File: src/rtl/drc_pkg.sv
// ----------------------------------------------------------------------------
// drc_pkg: shared types and constants for the DMA ring consumer tracker
// Widths, operation codes, sequencer states and the register reset value.
// ----------------------------------------------------------------------------
package drc_pkg;

    localparam int IDX_W  = 16;   // ring index width, 8..16
    localparam int CUR_W  = 32;   // cursor and counter width
    localparam int FLD_W  = 16;   // fixed 16-bit fields on the ports
    localparam int LOST_W = 16;   // lost count is kept modulo 2^16

    localparam int MUL_CNT_W = $clog2(IDX_W);
    localparam int DIV_STEPS = CUR_W;
    localparam int DIV_CNT_W = $clog2(DIV_STEPS);

    localparam logic [FLD_W-1:0] RING_SIZE_RESET = FLD_W'(256);

    typedef enum logic [1:0] {
        OP_POLL    = 2'd0,
        OP_LAP     = 2'd1,
        OP_RESTART = 2'd2,
        OP_NONE    = 2'd3
    } op_t;

    typedef enum logic [3:0] {
        S_IDLE,
        S_MUL,
        S_CAND,
        S_OVR,
        S_MOD,
        S_PEND,
        S_FORM,
        S_RESTART,
        S_OUT1,
        S_OUT2
    } state_t;

endpackage

File: src/rtl/drc_ifs.sv
// ----------------------------------------------------------------------------
// drc_ifs: request and segment channel interfaces
// Valid/ready channels carrying one request or one result segment.
// ----------------------------------------------------------------------------
interface drc_cmd_if
    import drc_pkg::*;
();
    logic               valid;
    logic               ready;
    logic [1:0]         operation;
    logic [CUR_W-1:0]   laps;
    logic [FLD_W-1:0]   remaining_count;

    modport source (output valid, output operation, output laps,
                    output remaining_count, input ready);
    modport sink   (input valid, input operation, input laps,
                    input remaining_count, output ready);
endinterface

interface drc_seg_if
    import drc_pkg::*;
();
    logic               valid;
    logic               ready;
    logic               status;
    logic [FLD_W-1:0]   segment_start;
    logic [FLD_W-1:0]   segment_length;
    logic [LOST_W-1:0]  lost_bytes;
    logic [CUR_W-1:0]   overrun_total;
    logic               last;

    modport source (output valid, output status, output segment_start,
                    output segment_length, output lost_bytes,
                    output overrun_total, output last, input ready);
    modport sink   (input valid, input status, input segment_start,
                    input segment_length, input lost_bytes,
                    input overrun_total, input last, output ready);
endinterface

File: src/rtl/drc_mul.sv
// ----------------------------------------------------------------------------
// drc_mul: bit-serial multiplier, cursor by ring size modulo 2^32
// Shift-and-add over the IDX_W ring size bits, one bit per cycle.
// ----------------------------------------------------------------------------
module drc_mul
    import drc_pkg::*;
(
    input  logic               clk,
    input  logic               rst_n,
    input  logic               start,
    input  logic [CUR_W-1:0]   a,
    input  logic [IDX_W-1:0]   b,
    output logic               done,
    output logic [CUR_W-1:0]   product
);

    logic                 busy_reg, busy_next;
    logic                 done_reg, done_next;
    logic [MUL_CNT_W-1:0] cnt_reg, cnt_next;
    logic [CUR_W-1:0]     a_reg, a_next;
    logic [IDX_W-1:0]     b_reg, b_next;
    logic [CUR_W-1:0]     acc_reg, acc_next;

    always_ff @(posedge clk or negedge rst_n)
    begin
        if (!rst_n)
        begin
            busy_reg <= 1'b0;
            done_reg <= 1'b0;
            cnt_reg  <= '0;
        end
        else
        begin
            busy_reg <= busy_next;
            done_reg <= done_next;
            cnt_reg  <= cnt_next;
        end
    end

    always_ff @(posedge clk)
    begin
        a_reg   <= a_next;
        b_reg   <= b_next;
        acc_reg <= acc_next;
    end

    always_comb
    begin
        busy_next = busy_reg;
        done_next = 1'b0;
        cnt_next  = cnt_reg;
        a_next    = a_reg;
        b_next    = b_reg;
        acc_next  = acc_reg;
        if (start)
        begin
            busy_next = 1'b1;
            cnt_next  = '0;
            a_next    = a;
            b_next    = b;
            acc_next  = '0;
        end
        else if (busy_reg)
        begin
            // add the shifted multiplicand when the current bit is set
            if (b_reg[0])
                acc_next = acc_reg + a_reg;
            a_next   = a_reg << 1;
            b_next   = b_reg >> 1;
            cnt_next = cnt_reg + MUL_CNT_W'(1);
            if (cnt_reg == MUL_CNT_W'(IDX_W - 1))
            begin
                busy_next = 1'b0;
                done_next = 1'b1;
            end
        end
    end

    assign done    = done_reg;
    assign product = acc_reg;

endmodule

File: src/rtl/drc_mod.sv
// ----------------------------------------------------------------------------
// drc_mod: bit-serial remainder of a cursor by the ring size
// Restoring division over the CUR_W dividend bits, one bit per cycle.
// ----------------------------------------------------------------------------
module drc_mod
    import drc_pkg::*;
(
    input  logic               clk,
    input  logic               rst_n,
    input  logic               start,
    input  logic [CUR_W-1:0]   dividend,
    input  logic [IDX_W-1:0]   divisor,
    output logic               done,
    output logic [IDX_W-1:0]   remainder
);

    logic                 busy_reg, busy_next;
    logic                 done_reg, done_next;
    logic [DIV_CNT_W-1:0] cnt_reg, cnt_next;
    logic [CUR_W-1:0]     dvd_reg, dvd_next;
    logic [IDX_W-1:0]     div_reg, div_next;
    logic [IDX_W-1:0]     rem_reg, rem_next;
    logic [IDX_W:0]       trial;

    always_ff @(posedge clk or negedge rst_n)
    begin
        if (!rst_n)
        begin
            busy_reg <= 1'b0;
            done_reg <= 1'b0;
            cnt_reg  <= '0;
        end
        else
        begin
            busy_reg <= busy_next;
            done_reg <= done_next;
            cnt_reg  <= cnt_next;
        end
    end

    always_ff @(posedge clk)
    begin
        dvd_reg <= dvd_next;
        div_reg <= div_next;
        rem_reg <= rem_next;
    end

    always_comb
    begin
        busy_next = busy_reg;
        done_next = 1'b0;
        cnt_next  = cnt_reg;
        dvd_next  = dvd_reg;
        div_next  = div_reg;
        rem_next  = rem_reg;
        trial     = {rem_reg, dvd_reg[CUR_W-1]};
        if (start)
        begin
            busy_next = 1'b1;
            cnt_next  = '0;
            dvd_next  = dividend;
            div_next  = divisor;
            rem_next  = '0;
        end
        else if (busy_reg)
        begin
            // shift in the next dividend bit and subtract when it fits
            if (trial >= {1'b0, div_reg})
                rem_next = IDX_W'(trial - {1'b0, div_reg});
            else
                rem_next = trial[IDX_W-1:0];
            dvd_next = dvd_reg << 1;
            cnt_next = cnt_reg + DIV_CNT_W'(1);
            if (cnt_reg == DIV_CNT_W'(DIV_STEPS - 1))
            begin
                busy_next = 1'b0;
                done_next = 1'b1;
            end
        end
    end

    assign done      = done_reg;
    assign remainder = rem_reg;

endmodule

File: src/rtl/dma_ring_consumer_tracker.sv
// ----------------------------------------------------------------------------
// dma_ring_consumer_tracker: consumer side of a DMA-filled receive ring
// Rebuilds the producer cursor, drops overwritten bytes and reports segments.
// ----------------------------------------------------------------------------
// Restart and error-free poll requests use the serial multiplier, and a poll
// with an overrun also the serial remainder; a split poll gives its second
// segment after the first, when the sink is ready. Throughput: one request
// at a time, taken again once the last result is in the output register.
// Reset clears all cursors and counters, ring size 256.
module dma_ring_consumer_tracker
    import drc_pkg::*;
(
    input  logic               clk,
    input  logic               rst_n,
    input  logic               cfg_wr_en,
    input  logic [FLD_W-1:0]   cfg_wr_data,
    drc_cmd_if.sink            cmd,
    drc_seg_if.source          seg
);

    // ring size register, taken in its low IDX_W bits
    logic [IDX_W-1:0] size_reg;

    // sequencer and tracker state
    state_t           state_reg, state_next;
    logic [CUR_W-1:0] prod_reg, prod_next;
    logic [CUR_W-1:0] cons_reg, cons_next;
    logic [CUR_W-1:0] ovr_reg, ovr_next;
    logic [CUR_W-1:0] lap_reg, lap_next;
    logic [IDX_W-1:0] rp_reg, rp_next;

    // per-request working values
    logic [IDX_W-1:0]  widx_reg, widx_next;
    logic [CUR_W-1:0]  cand_reg, cand_next;
    logic [CUR_W-1:0]  pend_reg, pend_next;
    logic [LOST_W-1:0] lost_reg, lost_next;

    // staged result, second segment length for a split poll
    logic              res_status_reg, res_status_next;
    logic [IDX_W-1:0]  res_start_reg, res_start_next;
    logic [IDX_W-1:0]  res_len_reg, res_len_next;
    logic              res_last_reg, res_last_next;
    logic [IDX_W-1:0]  res2_len_reg, res2_len_next;

    // output register
    logic              out_valid_reg, out_valid_next;
    logic              out_status_reg, out_status_next;
    logic [FLD_W-1:0]  out_start_reg, out_start_next;
    logic [FLD_W-1:0]  out_len_reg, out_len_next;
    logic [LOST_W-1:0] out_lost_reg, out_lost_next;
    logic [CUR_W-1:0]  out_ovr_reg, out_ovr_next;
    logic              out_last_reg, out_last_next;

    // serial units
    logic             mul_start, mul_done;
    logic [CUR_W-1:0] mul_a, mul_product;
    logic             mod_start, mod_done;
    logic [IDX_W-1:0] mod_rem;

    // combinational helpers
    logic             accept;
    logic             out_free;
    op_t              op;
    logic             poll_err;
    logic [CUR_W-1:0] pend_now;
    logic [CUR_W-1:0] excess;
    logic [IDX_W-1:0] span;
    logic [IDX_W:0]   end_pos;
    logic [IDX_W-1:0] first_len;

    drc_mul u_mul (
        .clk     (clk),
        .rst_n   (rst_n),
        .start   (mul_start),
        .a       (mul_a),
        .b       (size_reg),
        .done    (mul_done),
        .product (mul_product)
    );

    drc_mod u_mod (
        .clk       (clk),
        .rst_n     (rst_n),
        .start     (mod_start),
        .dividend  (prod_reg),
        .divisor   (size_reg),
        .done      (mod_done),
        .remainder (mod_rem)
    );

    assign cmd.ready = (state_reg == S_IDLE);
    assign accept    = cmd.valid && cmd.ready;
    assign op        = op_t'(cmd.operation);
    assign out_free  = !out_valid_reg || seg.ready;

    // error when the ring is empty-sized or the sample exceeds the ring
    assign poll_err  = (size_reg == '0) ||
                       (cmd.remaining_count > FLD_W'(size_reg));

    // restart multiplies the lap counter, poll the sampled lap count
    assign mul_a     = (op == OP_RESTART) ? lap_reg : cmd.laps;
    assign mul_start = accept &&
                       ((op == OP_RESTART) || ((op == OP_POLL) && !poll_err));

    assign pend_now  = prod_reg - cons_reg;
    assign excess    = pend_now - CUR_W'(size_reg);
    assign span      = (pend_reg > CUR_W'(size_reg)) ? size_reg
                                                     : pend_reg[IDX_W-1:0];
    assign end_pos   = {1'b0, rp_reg} + {1'b0, span};
    assign first_len = size_reg - rp_reg;

    // configuration register
    always_ff @(posedge clk or negedge rst_n)
    begin
        if (!rst_n)
            size_reg <= RING_SIZE_RESET[IDX_W-1:0];
        else if (cfg_wr_en)
            size_reg <= cfg_wr_data[IDX_W-1:0];
    end

    // control and tracker state
    always_ff @(posedge clk or negedge rst_n)
    begin
        if (!rst_n)
        begin
            state_reg     <= S_IDLE;
            prod_reg      <= '0;
            cons_reg      <= '0;
            ovr_reg       <= '0;
            lap_reg       <= '0;
            rp_reg        <= '0;
            out_valid_reg <= 1'b0;
        end
        else
        begin
            state_reg     <= state_next;
            prod_reg      <= prod_next;
            cons_reg      <= cons_next;
            ovr_reg       <= ovr_next;
            lap_reg       <= lap_next;
            rp_reg        <= rp_next;
            out_valid_reg <= out_valid_next;
        end
    end

    // payload registers
    always_ff @(posedge clk)
    begin
        widx_reg       <= widx_next;
        cand_reg       <= cand_next;
        pend_reg       <= pend_next;
        lost_reg       <= lost_next;
        res_status_reg <= res_status_next;
        res_start_reg  <= res_start_next;
        res_len_reg    <= res_len_next;
        res_last_reg   <= res_last_next;
        res2_len_reg   <= res2_len_next;
        out_status_reg <= out_status_next;
        out_start_reg  <= out_start_next;
        out_len_reg    <= out_len_next;
        out_lost_reg   <= out_lost_next;
        out_ovr_reg    <= out_ovr_next;
        out_last_reg   <= out_last_next;
    end

    always_comb
    begin
        state_next      = state_reg;
        prod_next       = prod_reg;
        cons_next       = cons_reg;
        ovr_next        = ovr_reg;
        lap_next        = lap_reg;
        rp_next         = rp_reg;
        widx_next       = widx_reg;
        cand_next       = cand_reg;
        pend_next       = pend_reg;
        lost_next       = lost_reg;
        res_status_next = res_status_reg;
        res_start_next  = res_start_reg;
        res_len_next    = res_len_reg;
        res_last_next   = res_last_reg;
        res2_len_next   = res2_len_reg;
        out_valid_next  = out_valid_reg;
        out_status_next = out_status_reg;
        out_start_next  = out_start_reg;
        out_len_next    = out_len_reg;
        out_lost_next   = out_lost_reg;
        out_ovr_next    = out_ovr_reg;
        out_last_next   = out_last_reg;
        mod_start       = 1'b0;

        // drop the output once the sink has taken it
        if (out_valid_reg && seg.ready)
            out_valid_next = 1'b0;

        unique case (state_reg)
            S_IDLE:
            begin
                if (accept)
                begin
                    // default result: ok, zero length, current read index
                    res_status_next = 1'b0;
                    res_start_next  = rp_reg;
                    res_len_next    = '0;
                    res_last_next   = 1'b1;
                    lost_next       = '0;
                    unique case (op)
                        OP_POLL:
                        begin
                            if (poll_err)
                            begin
                                // error leaves all state alone
                                res_status_next = 1'b1;
                                res_start_next  = '0;
                                state_next      = S_OUT1;
                            end
                            else
                            begin
                                // a zero sample means the ring is full to its end
                                if (cmd.remaining_count == '0)
                                    widx_next = size_reg;
                                else
                                    widx_next = size_reg -
                                                cmd.remaining_count[IDX_W-1:0];
                                state_next = S_MUL;
                            end
                        end
                        OP_LAP:
                        begin
                            lap_next   = lap_reg + CUR_W'(1);
                            state_next = S_OUT1;
                        end
                        OP_RESTART:
                        begin
                            state_next = S_RESTART;
                        end
                        OP_NONE:
                        begin
                            state_next = S_OUT1;
                        end
                        default:
                        begin
                            state_next = S_OUT1;
                        end
                    endcase
                end
            end

            S_MUL:
            begin
                // candidate producer cursor from laps * size + write index
                if (mul_done)
                begin
                    cand_next  = mul_product + CUR_W'(widx_reg);
                    state_next = S_CAND;
                end
            end

            S_CAND:
            begin
                // advance the producer cursor only forward
                if (cand_reg > prod_reg)
                    prod_next = cand_reg;
                state_next = S_OVR;
            end

            S_OVR:
            begin
                if (pend_now > CUR_W'(size_reg))
                begin
                    // overrun: skip the overwritten prefix, then re-derive index
                    lost_next  = excess[LOST_W-1:0];
                    ovr_next   = ovr_reg + CUR_W'(excess[LOST_W-1:0]);
                    cons_next  = cons_reg + CUR_W'(excess[LOST_W-1:0]);
                    mod_start  = 1'b1;
                    state_next = S_MOD;
                end
                else
                begin
                    state_next = S_PEND;
                end
            end

            S_MOD:
            begin
                if (mod_done)
                begin
                    rp_next    = mod_rem;
                    state_next = S_PEND;
                end
            end

            S_PEND:
            begin
                pend_next = pend_now;
                // a stale index past a shrunk ring restarts at zero
                if (rp_reg >= size_reg)
                    rp_next = '0;
                state_next = S_FORM;
            end

            S_FORM:
            begin
                res_start_next = rp_reg;
                res_last_next  = 1'b1;
                if (pend_reg == '0)
                begin
                    res_len_next = '0;
                end
                else
                begin
                    cons_next = cons_reg + CUR_W'(span);
                    if (end_pos <= {1'b0, size_reg})
                    begin
                        // one segment, wrap the index exactly at the ring end
                        res_len_next = span;
                        if (end_pos == {1'b0, size_reg})
                            rp_next = '0;
                        else
                            rp_next = end_pos[IDX_W-1:0];
                    end
                    else
                    begin
                        // split at the ring end
                        res_len_next  = first_len;
                        res2_len_next = span - first_len;
                        res_last_next = 1'b0;
                        rp_next       = span - first_len;
                    end
                end
                state_next = S_OUT1;
            end

            S_RESTART:
            begin
                // rebaseline both cursors at the lap boundary
                if (mul_done)
                begin
                    prod_next      = mul_product;
                    cons_next      = mul_product;
                    rp_next        = '0;
                    res_start_next = '0;
                    state_next     = S_OUT1;
                end
            end

            S_OUT1:
            begin
                if (out_free)
                begin
                    out_valid_next  = 1'b1;
                    out_status_next = res_status_reg;
                    out_start_next  = FLD_W'(res_start_reg);
                    out_len_next    = FLD_W'(res_len_reg);
                    out_lost_next   = lost_reg;
                    out_ovr_next    = ovr_reg;
                    out_last_next   = res_last_reg;
                    state_next      = res_last_reg ? S_IDLE : S_OUT2;
                end
            end

            S_OUT2:
            begin
                if (out_free)
                begin
                    out_valid_next  = 1'b1;
                    out_status_next = 1'b0;
                    out_start_next  = '0;
                    out_len_next    = FLD_W'(res2_len_reg);
                    out_lost_next   = lost_reg;
                    out_ovr_next    = ovr_reg;
                    out_last_next   = 1'b1;
                    state_next      = S_IDLE;
                end
            end

            default:
            begin
                state_next = S_IDLE;
            end
        endcase
    end

    assign seg.valid          = out_valid_reg;
    assign seg.status         = out_status_reg;
    assign seg.segment_start  = out_start_reg;
    assign seg.segment_length = out_len_reg;
    assign seg.lost_bytes     = out_lost_reg;
    assign seg.overrun_total  = out_ovr_reg;
    assign seg.last           = out_last_reg;

endmodule

File: src/flat_wrapper.sv
// flat-port wrapper written by rule: the top's interface ports become plain ports
module dma_ring_consumer_tracker_flat import drc_pkg::*;
  (clk, rst_n, cfg_wr_en, cfg_wr_data, cmd_valid, cmd_operation, cmd_laps, cmd_remaining_count, cmd_ready, seg_valid, seg_status, seg_segment_start, seg_segment_length, seg_lost_bytes, seg_overrun_total, seg_last, seg_ready);
  drc_cmd_if cmd_i ();
  drc_seg_if seg_i ();
  input  logic clk;
  input  logic rst_n;
  input  logic cfg_wr_en;
  input  logic [FLD_W-1:0] cfg_wr_data;
  input wire logic [$bits(cmd_i.valid)-1:0] cmd_valid;
  input wire logic [$bits(cmd_i.operation)-1:0] cmd_operation;
  input wire logic [$bits(cmd_i.laps)-1:0] cmd_laps;
  input wire logic [$bits(cmd_i.remaining_count)-1:0] cmd_remaining_count;
  output wire logic [$bits(cmd_i.ready)-1:0] cmd_ready;
  output wire logic [$bits(seg_i.valid)-1:0] seg_valid;
  output wire logic [$bits(seg_i.status)-1:0] seg_status;
  output wire logic [$bits(seg_i.segment_start)-1:0] seg_segment_start;
  output wire logic [$bits(seg_i.segment_length)-1:0] seg_segment_length;
  output wire logic [$bits(seg_i.lost_bytes)-1:0] seg_lost_bytes;
  output wire logic [$bits(seg_i.overrun_total)-1:0] seg_overrun_total;
  output wire logic [$bits(seg_i.last)-1:0] seg_last;
  input wire logic [$bits(seg_i.ready)-1:0] seg_ready;
  assign cmd_i.valid = cmd_valid;
  assign cmd_i.operation = cmd_operation;
  assign cmd_i.laps = cmd_laps;
  assign cmd_i.remaining_count = cmd_remaining_count;
  assign cmd_ready = cmd_i.ready;
  assign seg_valid = seg_i.valid;
  assign seg_status = seg_i.status;
  assign seg_segment_start = seg_i.segment_start;
  assign seg_segment_length = seg_i.segment_length;
  assign seg_lost_bytes = seg_i.lost_bytes;
  assign seg_overrun_total = seg_i.overrun_total;
  assign seg_last = seg_i.last;
  assign seg_i.ready = seg_ready;
  dma_ring_consumer_tracker u_core (.clk(clk), .rst_n(rst_n), .cfg_wr_en(cfg_wr_en), .cfg_wr_data(cfg_wr_data), .cmd(cmd_i), .seg(seg_i));
endmodule
File: config.mk
export PLATFORM = sky130hd
export DESIGN_NAME = dma_ring_consumer_tracker_flat
export DESIGN_NICKNAME = d
export VERILOG_FILES = /design/src/rtl/drc_pkg.sv /design/src/rtl/drc_ifs.sv /design/src/rtl/drc_mul.sv /design/src/rtl/drc_mod.sv /design/src/rtl/dma_ring_consumer_tracker.sv /design/src/flat_wrapper.sv
export SDC_FILE = /design/constraint.sdc
export NUM_CORES = 1
export LEC_CHECK = 0
export BUFFER_PORTS_ARGS = -buffer_cell sky130_fd_sc_hd__buf_2
export CAP_MARGIN = 40
export CORE_ASPECT_RATIO = 1.2
export CORE_UTILIZATION = 50
export DETAILED_ROUTE_END_ITERATION = 12
export PLACE_DENSITY = 0.67
export SKIP_LAST_GASP = 1
export SLEW_MARGIN = 10
export SYNTH_ARGS = -nofsm -noshare
export SYNTH_HDL_FRONTEND = slang
export SYNTH_HIERARCHICAL = 1
export SYNTH_SLANG_ARGS = --single-unit
File: constraint.sdc
create_clock -name clk -period 10.3 [get_ports clk]
set_input_delay 2.06 -clock clk [delete_from_list [all_inputs] [get_ports clk]]
set_output_delay 2.06 -clock clk [all_outputs]
set_load 0.01 [all_outputs]
# --- After elaboration in Yosys (flattened, before gate mapping) ---
# Cells that the tools add are included.
classes:
  n_bitwise: 3
  muxes: 82
  n_reduce_logical: 41
  n_lt_le_gt_ge: 7
  eq_ne: 25
  addsub: 15
ops:
  columns: ["cell", "count"]
  rows:
  - ["2-to-1 mux 16 bit", 22]
  - ["2-to-1 mux 32 bit", 9]
  - ["adder 32 x 16 -> 32 bit", 4]
  - ["one-hot mux 16 bit (2 select lines)", 4]
  - ["one-hot mux 32 bit (3 select lines)", 1]
  - ["subtractor 16 bit", 5]
  - ["> comparator 32 x 16 -> 1 bit", 2]
  - ["one-hot mux 16 bit (4 select lines)", 1]
  - ["one-hot mux 32 bit (2 select lines)", 1]
  - ["one-hot mux 16 bit (3 select lines)", 1]
  - ["2-to-1 mux 4 bit", 10]
  - ["one-hot mux 4 bit (10 select lines)", 1]
  - ["adder 32 x 1 -> 32 bit, second input constant", 1]
  - ["adder 32 bit", 1]
  - ["> comparator 32 bit", 1]
  - ["logical NOT 16 bit", 2]
  - ["logical NOT 32 bit", 1]
  - ["subtractor 32 bit", 1]
  - ["2-to-1 mux 1 bit", 26]
  - ["AND reduction 3 bit", 6]
  - ["adder 16 x 16 -> 17 bit", 1]
  - ["== test 17 x 16 -> 1 bit", 1]
  - ["greater-or-equal comparator 17 x 16 -> 1 bit", 1]
  - ["<= comparator 17 x 16 -> 1 bit", 1]
  - ["30 further kinds", 69]
word_totals:
  elab_cells: 208
  register_bits: 550
  out_inout_bits: 84
  inputBits: 71

# --- Longest topological paths before layout ---
# Gate-level depths: netlist of run 1.
logic_depth:
  depth_word: 8
  ltp_mapped: 33
  depth_no_buf: 30

# --- Cells and area by module ---
# The synthesis of run 1 kept the hierarchy.
modules_own_cells:
  columns: ["module", "area_each_um2", "n_inst", "cells_per_inst"]
  rows:
  - ["dma_ring_consumer_tracker", 25928.6, 1, 2589]
  - ["drc_mul", 5211.2, 1, 521]
  - ["drc_mod", 3870.0, 1, 333]

# --- Worst setup path before layout of run 1 ---
# No wires, ideal clock.
synth_path:
  kind: "register to register"
  startpoint: "register u_core.size_reg[1]"
  endpoint: "register u_core.rp_reg[10]"
  n_path_buf: 3
  arrival_time_ns: 7.301
  slack_ns: 2.862
  period_less_slack_ns: 7.438
  required_ns: 10.163
  setup_time_ns: 0.137
  stages_incl_launch_ff: 33
  cell_sequence: "dfrtp_1 -> inv_1 -> ha_1 -> nor2b_1 -> o21a_1 -> o21a_1 -> o21a_1 -> o21ai_0 -> a21oi_1 -> nor2_1 -> clkbuf_1 -> mux2i_1 -> inv_1 -> ha_1 -> fa_1 -> a21o_1 -> a21oi_1 -> o21ai_0 -> a21boi_0 -> o21bai_1 -> a31oi_1 -> inv_1 -> a21oi_1 -> xnor2_1 -> ha_1 -> a21o_1 -> a2111oi_0 -> nor2b_1 -> clkbuf_1 -> buf_1 -> mux2_2 -> a22oi_1 -> a21oi_1"
synth_between:
  elab_chain_cells: 8
  word_cells_on_any_way: 14
  classes_between: "add/sub (3); order compare (3); eq/ne (2); mux (5); reduce/logical (1)"
synth_rtl:
  columns: ["element", "line", "rtl"]
  rows:
  - ["start: declaration", "dma_ring_consumer_tracker.sv:22", "logic [IDX_W-1:0] size_reg;"]
  - ["start signal: assignment", "dma_ring_consumer_tracker.sv:116", "size_reg <= RING_SIZE_RESET[IDX_W-1:0];"]
  - ["start signal: assignment", "dma_ring_consumer_tracker.sv:118", "size_reg <= cfg_wr_data[IDX_W-1:0];"]
  - ["branches (longest 8 deep; another with > comparator 32 x 16 -> 1 bit)", null, null]
  - ["end signal: assignment", "dma_ring_consumer_tracker.sv:141", "rp_reg <= rp_next;"]
  - ["end: declaration", "dma_ring_consumer_tracker.sv:30", "logic [IDX_W-1:0] rp_reg, rp_next;"]
# Several ways; the timed one is not identified. The select of a mux whose other input is x is not followed.
# A chain may end at the register's enable or synchronous reset.

# --- Worst setup path after layout of run 1 ---
layout_path:
  startpoint: "register u_core.size_reg[13]"
  endpoint: "register u_core.res2_len_reg[10] (enable)"
layout_between:
  elab_chain_cells: 6
layout_rtl:
  columns: ["element", "line", "rtl"]
  rows:
  - ["> comparator 32 x 16 -> 1 bit", "dma_ring_consumer_tracker.sv:107", "assign span = (pend_reg > CUR_W'(size_reg)) ? size_reg"]
  - ["2-to-1 mux 16 bit", "dma_ring_consumer_tracker.sv:107", null]
  - ["adder 16 x 16 -> 17 bit", "dma_ring_consumer_tracker.sv:109", "assign end_pos = {1'b0, rp_reg} + {1'b0, span};"]
  - ["<= comparator 17 x 16 -> 1 bit (*)", "dma_ring_consumer_tracker.sv:313", "if (end_pos <= {1'b0, size_reg})"]
  - ["NOT 1 bit (no source line) (*)", null, null]
  - ["AND reduction 3 bit (no source line) (*)", null, null]
  - ["end signal: assignment", "dma_ring_consumer_tracker.sv:157", "res2_len_reg <= res2_len_next;"]
  - ["end: declaration", "dma_ring_consumer_tracker.sv:43", "logic [IDX_W-1:0] res2_len_reg, res2_len_next;"]
# Mark *: on every way between the ends. The rest lies on a longest branch, timed or not.

==> run metrics, run 1 <==
CP Class flop to flop; global router's overall resource usage 26.8%; clock latency on the worst-skew pair 640 ps; Worst path max stage delay 710 ps; Via Count 26600; CP startpoint kind flop; Synth Instances 3443; first-pass detailed-route iteration total 6; RSZ-0062 raised after global routing no; RR Startpoint u_core/size_reg[13]; CP max FO 30; Final ANT Viol Nets 0; port buffer count 154; vias in the first global route 26300; synth unique cells 113; number of hold violations in the final report 0; CTS resizes 0; multi-input logic area 18500 um^2; cell taking the most area after synthesis edfxtp_1; Reg area 15100 um^2; Clock Path Buffers 3; Tcrit/Tclk final 83.4%; share of the synthesized area in the top cell type 27.8%; clock transition at the registers of the reported paths 60 ps; core box area 68800 um^2; Req. time, crit path 10600 ps; Mapped Avg Cell Area 10.2 um^2; YS warnings 6; Hold WC Path Type flop to flop; Crit-path slowest cell dfrtp_1; DRC viols 0; RD Place Congestion 0.962; CTS tree yes; CP Capture Type flop; final slew viol count 0; Worst slew margin 36.6%; Mapped Area 35000 um^2; number of max-cap violations 0; first-pass GRT wire length 149000 um; Worst EP arrival 8890 ps; asr flop ratio synth 32.4%; share of cells above drive strength 1 15.0%; Layout Skew 26.4 ps; Largest delay share family, worst path compound AO/OA/AOI/OAI gates; hold_buf cts 0; Filler cells 6124; largest net degree at the start of global routing 84; CP Buf/Inv Count 4; top cells by area, synth edfxtp_1 28%, dfrtp_1 13%, ha_1 9.8%; Sum Neg Setup Slack 0 ps; Hold Crit Depth 0; Layout Nets 3944; CP Launch Point u_core/size_reg[13]; Seq/Total Area, Yosys 43.3%; EDFF count, synth 324; IO Pins 155; R2R cell count 29; Area Growth Syn to Fin 11.1%; via/cell ratio 5.85; Setup-failing EPs final 0; Mapped Nets 3799; commonest non-fill, non-tap cell in the layout edfxtp_1; Routed WL 95300 um; Initial Util 50.9%; hpwl dp 73800 um; worst-margin pin slew 941 ps; Yosys reg bits 550; post-route minimum period 8600 ps; die height 292 um; initial antenna violation count 2; total setup buffers inserted after CTS 0; f_max 116 MHz; WP depth 29; H-Tree Depth 2; Die X 244 um; total die area 71100 um^2; Clock Sinks 550; Hold Crit Start u_core/lost_reg[10]; run status finished, final reports clean; FP Rows 105; DR iter-0 viols 1896; Overflow after GRT 0; CTS root buffer clkbuf_16; most frequent cells in the layout 324 x edfxtp_1, 274 x ha_1, 261 x nand2_1, 248 x inv_1, 226 x a21oi_1; wire length per cell 21.0 um; CTS Buf Count 58; Top FF cell, synth edfxtp_1
final timing paths:
kind | to | slack, ps
worst max-delay path | u_core/res2_len_reg[10] | 1700
worst min-delay path | u_core/seg.lost_bytes[10] | 420
worst max register to register | u_core/res2_len_reg[10] | 1700
worst min register to register | u_core/seg.lost_bytes[10] | 420
max in group asynchronous | u_core/ovr_reg[22] | 7470
min in group asynchronous | u_core/u_mod/cnt_reg[4] | 1460
metrics by stage:
| step | utilization [%] | cells | instance area, um^2 | hold WS (ps) | setup WS (ps) |
|---|---|---|---|---|---|
| 3_3_place_gp | 53.4 | 4428 | 36800 | 403 | 1920 |
| 4_1_cts | 56.5 | 4547 | 38900 | 418 | 1830 |
| 5_1_grt | 56.5 | 4548 | 38900 | 421 | 1060 |
| 6_report | 56.5 | 4548 | 38900 | 417 | 1700 |
| 3_5_place_dp | 53.6 | 4437 | 36900 | 405 | 1870 |
| 2_1_floorplan | - | 3443 | 35000 | 400 | 2860 |
cell usage after synthesis, types with 76 or more instances:
| master | number |
|---|---|
| nor2_1 | 227 |
| edfxtp_1 | 324 |
| mux2_2 | 156 |
| inv_1 | 248 |
| nand2_1 | 261 |
| nand3_1 | 76 |
| dfrtp_1 | 177 |
| clkbuf_1 | 85 |
| a21oi_1 | 227 |
| o21ai_0 | 195 |
| ha_1 | 274 |
| xnor2_1 | 141 |
cell families (layout without fill, tap and decap cells):
family | Yosys count | in the layout | share of synthesized area [%]
AOI/OAI and AO/OA | 843 | 843 | 15.9
xor gates and xnor gates | 213 | 213 | 5.37
adders and majority gates | 285 | 285 | 10.4
buffers and inverters | 368 | 563 | 4.23
DFF | 550 | 550 | 43.3
muxes | 238 | 238 | 7.50
other | 0 | 1 | 0
and+or+nand+nor | 946 | 946 | 13.4
layout make-up:
| cell class | count | share of cell area, % |
|---|---|---|
| Inverter | 249 | 2.40 |
| Sequential cell | 550 | 38.9 |
| Clock inverter | 27 | 0.949 |
| Antenna cell | 1 | 0.00643 |
| Timing Repair Buffer | 204 | 3.09 |
| Tap cell | 909 | 2.92 |
| Clock buffer | 83 | 4.23 |
| Multi-Input combinational cell | 2525 | 47.5 |
routing by layer:
metal | vias up | track usage [%] | routed length [um]
li1 | 12900 | - | -
met1 | 12900 | 35.6 | 41800
met2 | 661 | 46.1 | 46300
met3 | 131 | 2.88 | 4340
met4 | 0 | 8.05 | 2860
met5 | - | 0 | 0
Power of run 1 is not shown: default switching activity piles up to over one toggle a cycle in this logic, so the estimate is an artifact.
==> inputs of run 2 (changes only) <==
Settings changed: PLACE_DENSITY 0.67 to 0.69.
Clock period 10.3 ns to 6.9 ns, I/O delays scaled along.
==> run 2 against run 1 <==
Count of clock-buffer cells in the layout shrank 1. Largest cell class unchanged. Final area increased by 0.78%. Die area unchanged. Critical path depth unchanged. Global-route usage shrank 0.55 points. Clock skew increased by 16 ps. Critical path type unchanged.
==> run metrics, run 2 (synthesis gave the netlist of run 1 again) <==
RD Place Congestion 0.999 (was 0.962); clock latency on the worst-skew pair 640 ps (about the same); CP Class flop to flop (unchanged); CP Capture Type flop (unchanged); CTS tree yes (unchanged); Tcrit/Tclk final 94.9% (was 83.4%); via/cell ratio 5.81 (was 5.85); CP Buf/Inv Count 3 (was 4); most frequent cells in the layout 324 x edfxtp_1, 274 x ha_1, 261 x nand2_1, 248 x inv_1, 226 x a21oi_1 (unchanged); total die area 71100 um^2 (unchanged); first-pass GRT wire length 146000 um (was 149000 um); Layout Nets 3991 (was 3944); share of cells above drive strength 1 16.1% (was 15.0%); port buffer count 154 (unchanged); multi-input logic area 18500 um^2 (about the same); run status finished, final reports clean (unchanged); initial antenna violation count 2 (unchanged); IO Pins 155 (unchanged); wire length per cell 20.3 um (was 21.0 um); number of max-cap violations 0 (unchanged); Largest delay share family, worst path compound AO/OA/AOI/OAI gates (unchanged); Reg area 15100 um^2 (about the same); Die X 244 um (unchanged); hpwl dp 72500 um (was 73800 um); f_max 153 MHz (was 116 MHz); DR iter-0 viols 1996 (was 1896); post-layout util 57.0% (was 56.5%); clock transition at the registers of the reported paths 70 ps (was 60 ps); post-route minimum period 6550 ps (was 8600 ps); r2r setup slk 350 ps (was 1700 ps); global router's overall resource usage 26.3% (was 26.8%); Hold WC Path Type flop to flop (unchanged); Worst EP arrival 7060 ps (was 8890 ps); most used cell, CP a21oi_1; number of hold violations in the final report 0 (unchanged); Via Count 26700 (was 26600); CTS Buf Count 58 (unchanged); FP Rows 105 (unchanged); Area Growth Syn to Fin 12.0% (was 11.1%); die height 292 um (unchanged); CP max FO 16 (was 30); H-Tree Depth 2 (unchanged); Clock Sinks 550 (unchanged); Worst slew margin 39.6% (was 36.6%); DRC viols 0 (unchanged); hold_buf cts 0 (unchanged); CP startpoint kind flop (unchanged); commonest non-fill, non-tap cell in the layout edfxtp_1 (unchanged); largest net degree at the start of global routing 138 (was 84); first-pass detailed-route iteration total 5 (was 6); Routed WL 93400 um (was 95300 um); Sum Neg Setup Slack 0 ps (unchanged); Setup-failing EPs final 0 (unchanged); vias in the first global route 26100 (was 26300); Filler cells 6033 (was 6124); Overflow after GRT 0 (unchanged); RSZ-0062 raised after global routing no (unchanged); core box area 68800 um^2 (unchanged); Final ANT Viol Nets 0 (unchanged); worst-margin pin slew 883 ps (was 941 ps); Req. time, crit path 7410 ps (was 10600 ps); Hold WS 417 ps (about the same); Worst path max stage delay 450 ps (was 710 ps); Initial Util 50.9% (unchanged); final slew viol count 0 (unchanged); Clock Path Buffers 3 (unchanged); CTS root buffer clkbuf_16 (unchanged); Crit-path slowest cell edfxtp_1 (was dfrtp_1); Layout Skew 42.7 ps (was 26.4 ps)
==> run 2: cell count changes in the layout (fill, tap and decap cells not counted), moves of 2 or more <==
cell,delta
a2111oi_0,-2
buf_12,+2
buf_4,+46
bufinv_16,-4
clkinv_1,+3
clkinv_4,-2
clkinvlp_4,+3
diode_2,+6
nor2_2,+2
==> run 2: metal layers <==
metal  wire [um]  track usage, %
met2       45200            44.8
met1       39700            33.8
met4        4060            11.0
met5           0               0
met3        4490            3.10
==> run 2: area by class of cell <==
class | count | area share, %
Antenna cell | 7 | 0.0447
Clock buffer | 82 | 4.16
Clock inverter | 27 | 0.696
Inverter | 249 | 2.38
Multi-Input combinational cell | 2525 | 47.2
Sequential cell | 550 | 38.6
Tap cell | 909 | 2.90
Timing Repair Buffer | 251 | 4.02
==> run 2: path summary, 6_finish.rpt <==
check | from | end | cells after the start
setup / recovery | u_core/pend_reg[1] | u_core/rp_reg[13] | 29
hold / removal | u_core/lost_reg[15] | u_core/seg.lost_bytes[15] | 0
setup reg to reg | u_core/pend_reg[1] | u_core/rp_reg[13] | 29
hold reg to reg | u_core/lost_reg[15] | u_core/seg.lost_bytes[15] | 0
max in group asynchronous | rst_n | u_core/size_reg[3] | 2
min in group asynchronous | rst_n | u_core/lap_reg[28] | 1
==> run 2: through the flow <==
stage	area [um^2]	std cells	setup WS, ps
floorplan	35000	3443	21.1
global placement	37200	4478	381
detailed placement	37300	4483	286
CTS	39200	4592	259
global route	39200	4595	11.3
finish	39200	4600	351
==> run 2: worst reg2reg max path: cells and delay by family (launching register included) <==
family | cells | cell delay [ps]
AO/OA/AOI/OAI | 16 | 2980
adder cells (fa/ha/maj) | 4 | 1240
multiplexers | 2 | 630
AND/OR/NAND/NOR | 3 | 550
flip-flops | 1 | 450
buffers and inverters | 3 | 340
XOR/XNOR | 1 | 210
==> run 2: timing repair <==
item                       CTS  global route
setup buffers                0             1
setup endpoints to repair    0            39
gates resized for setup      0             7
Power of run 2 is left out for the same reason.
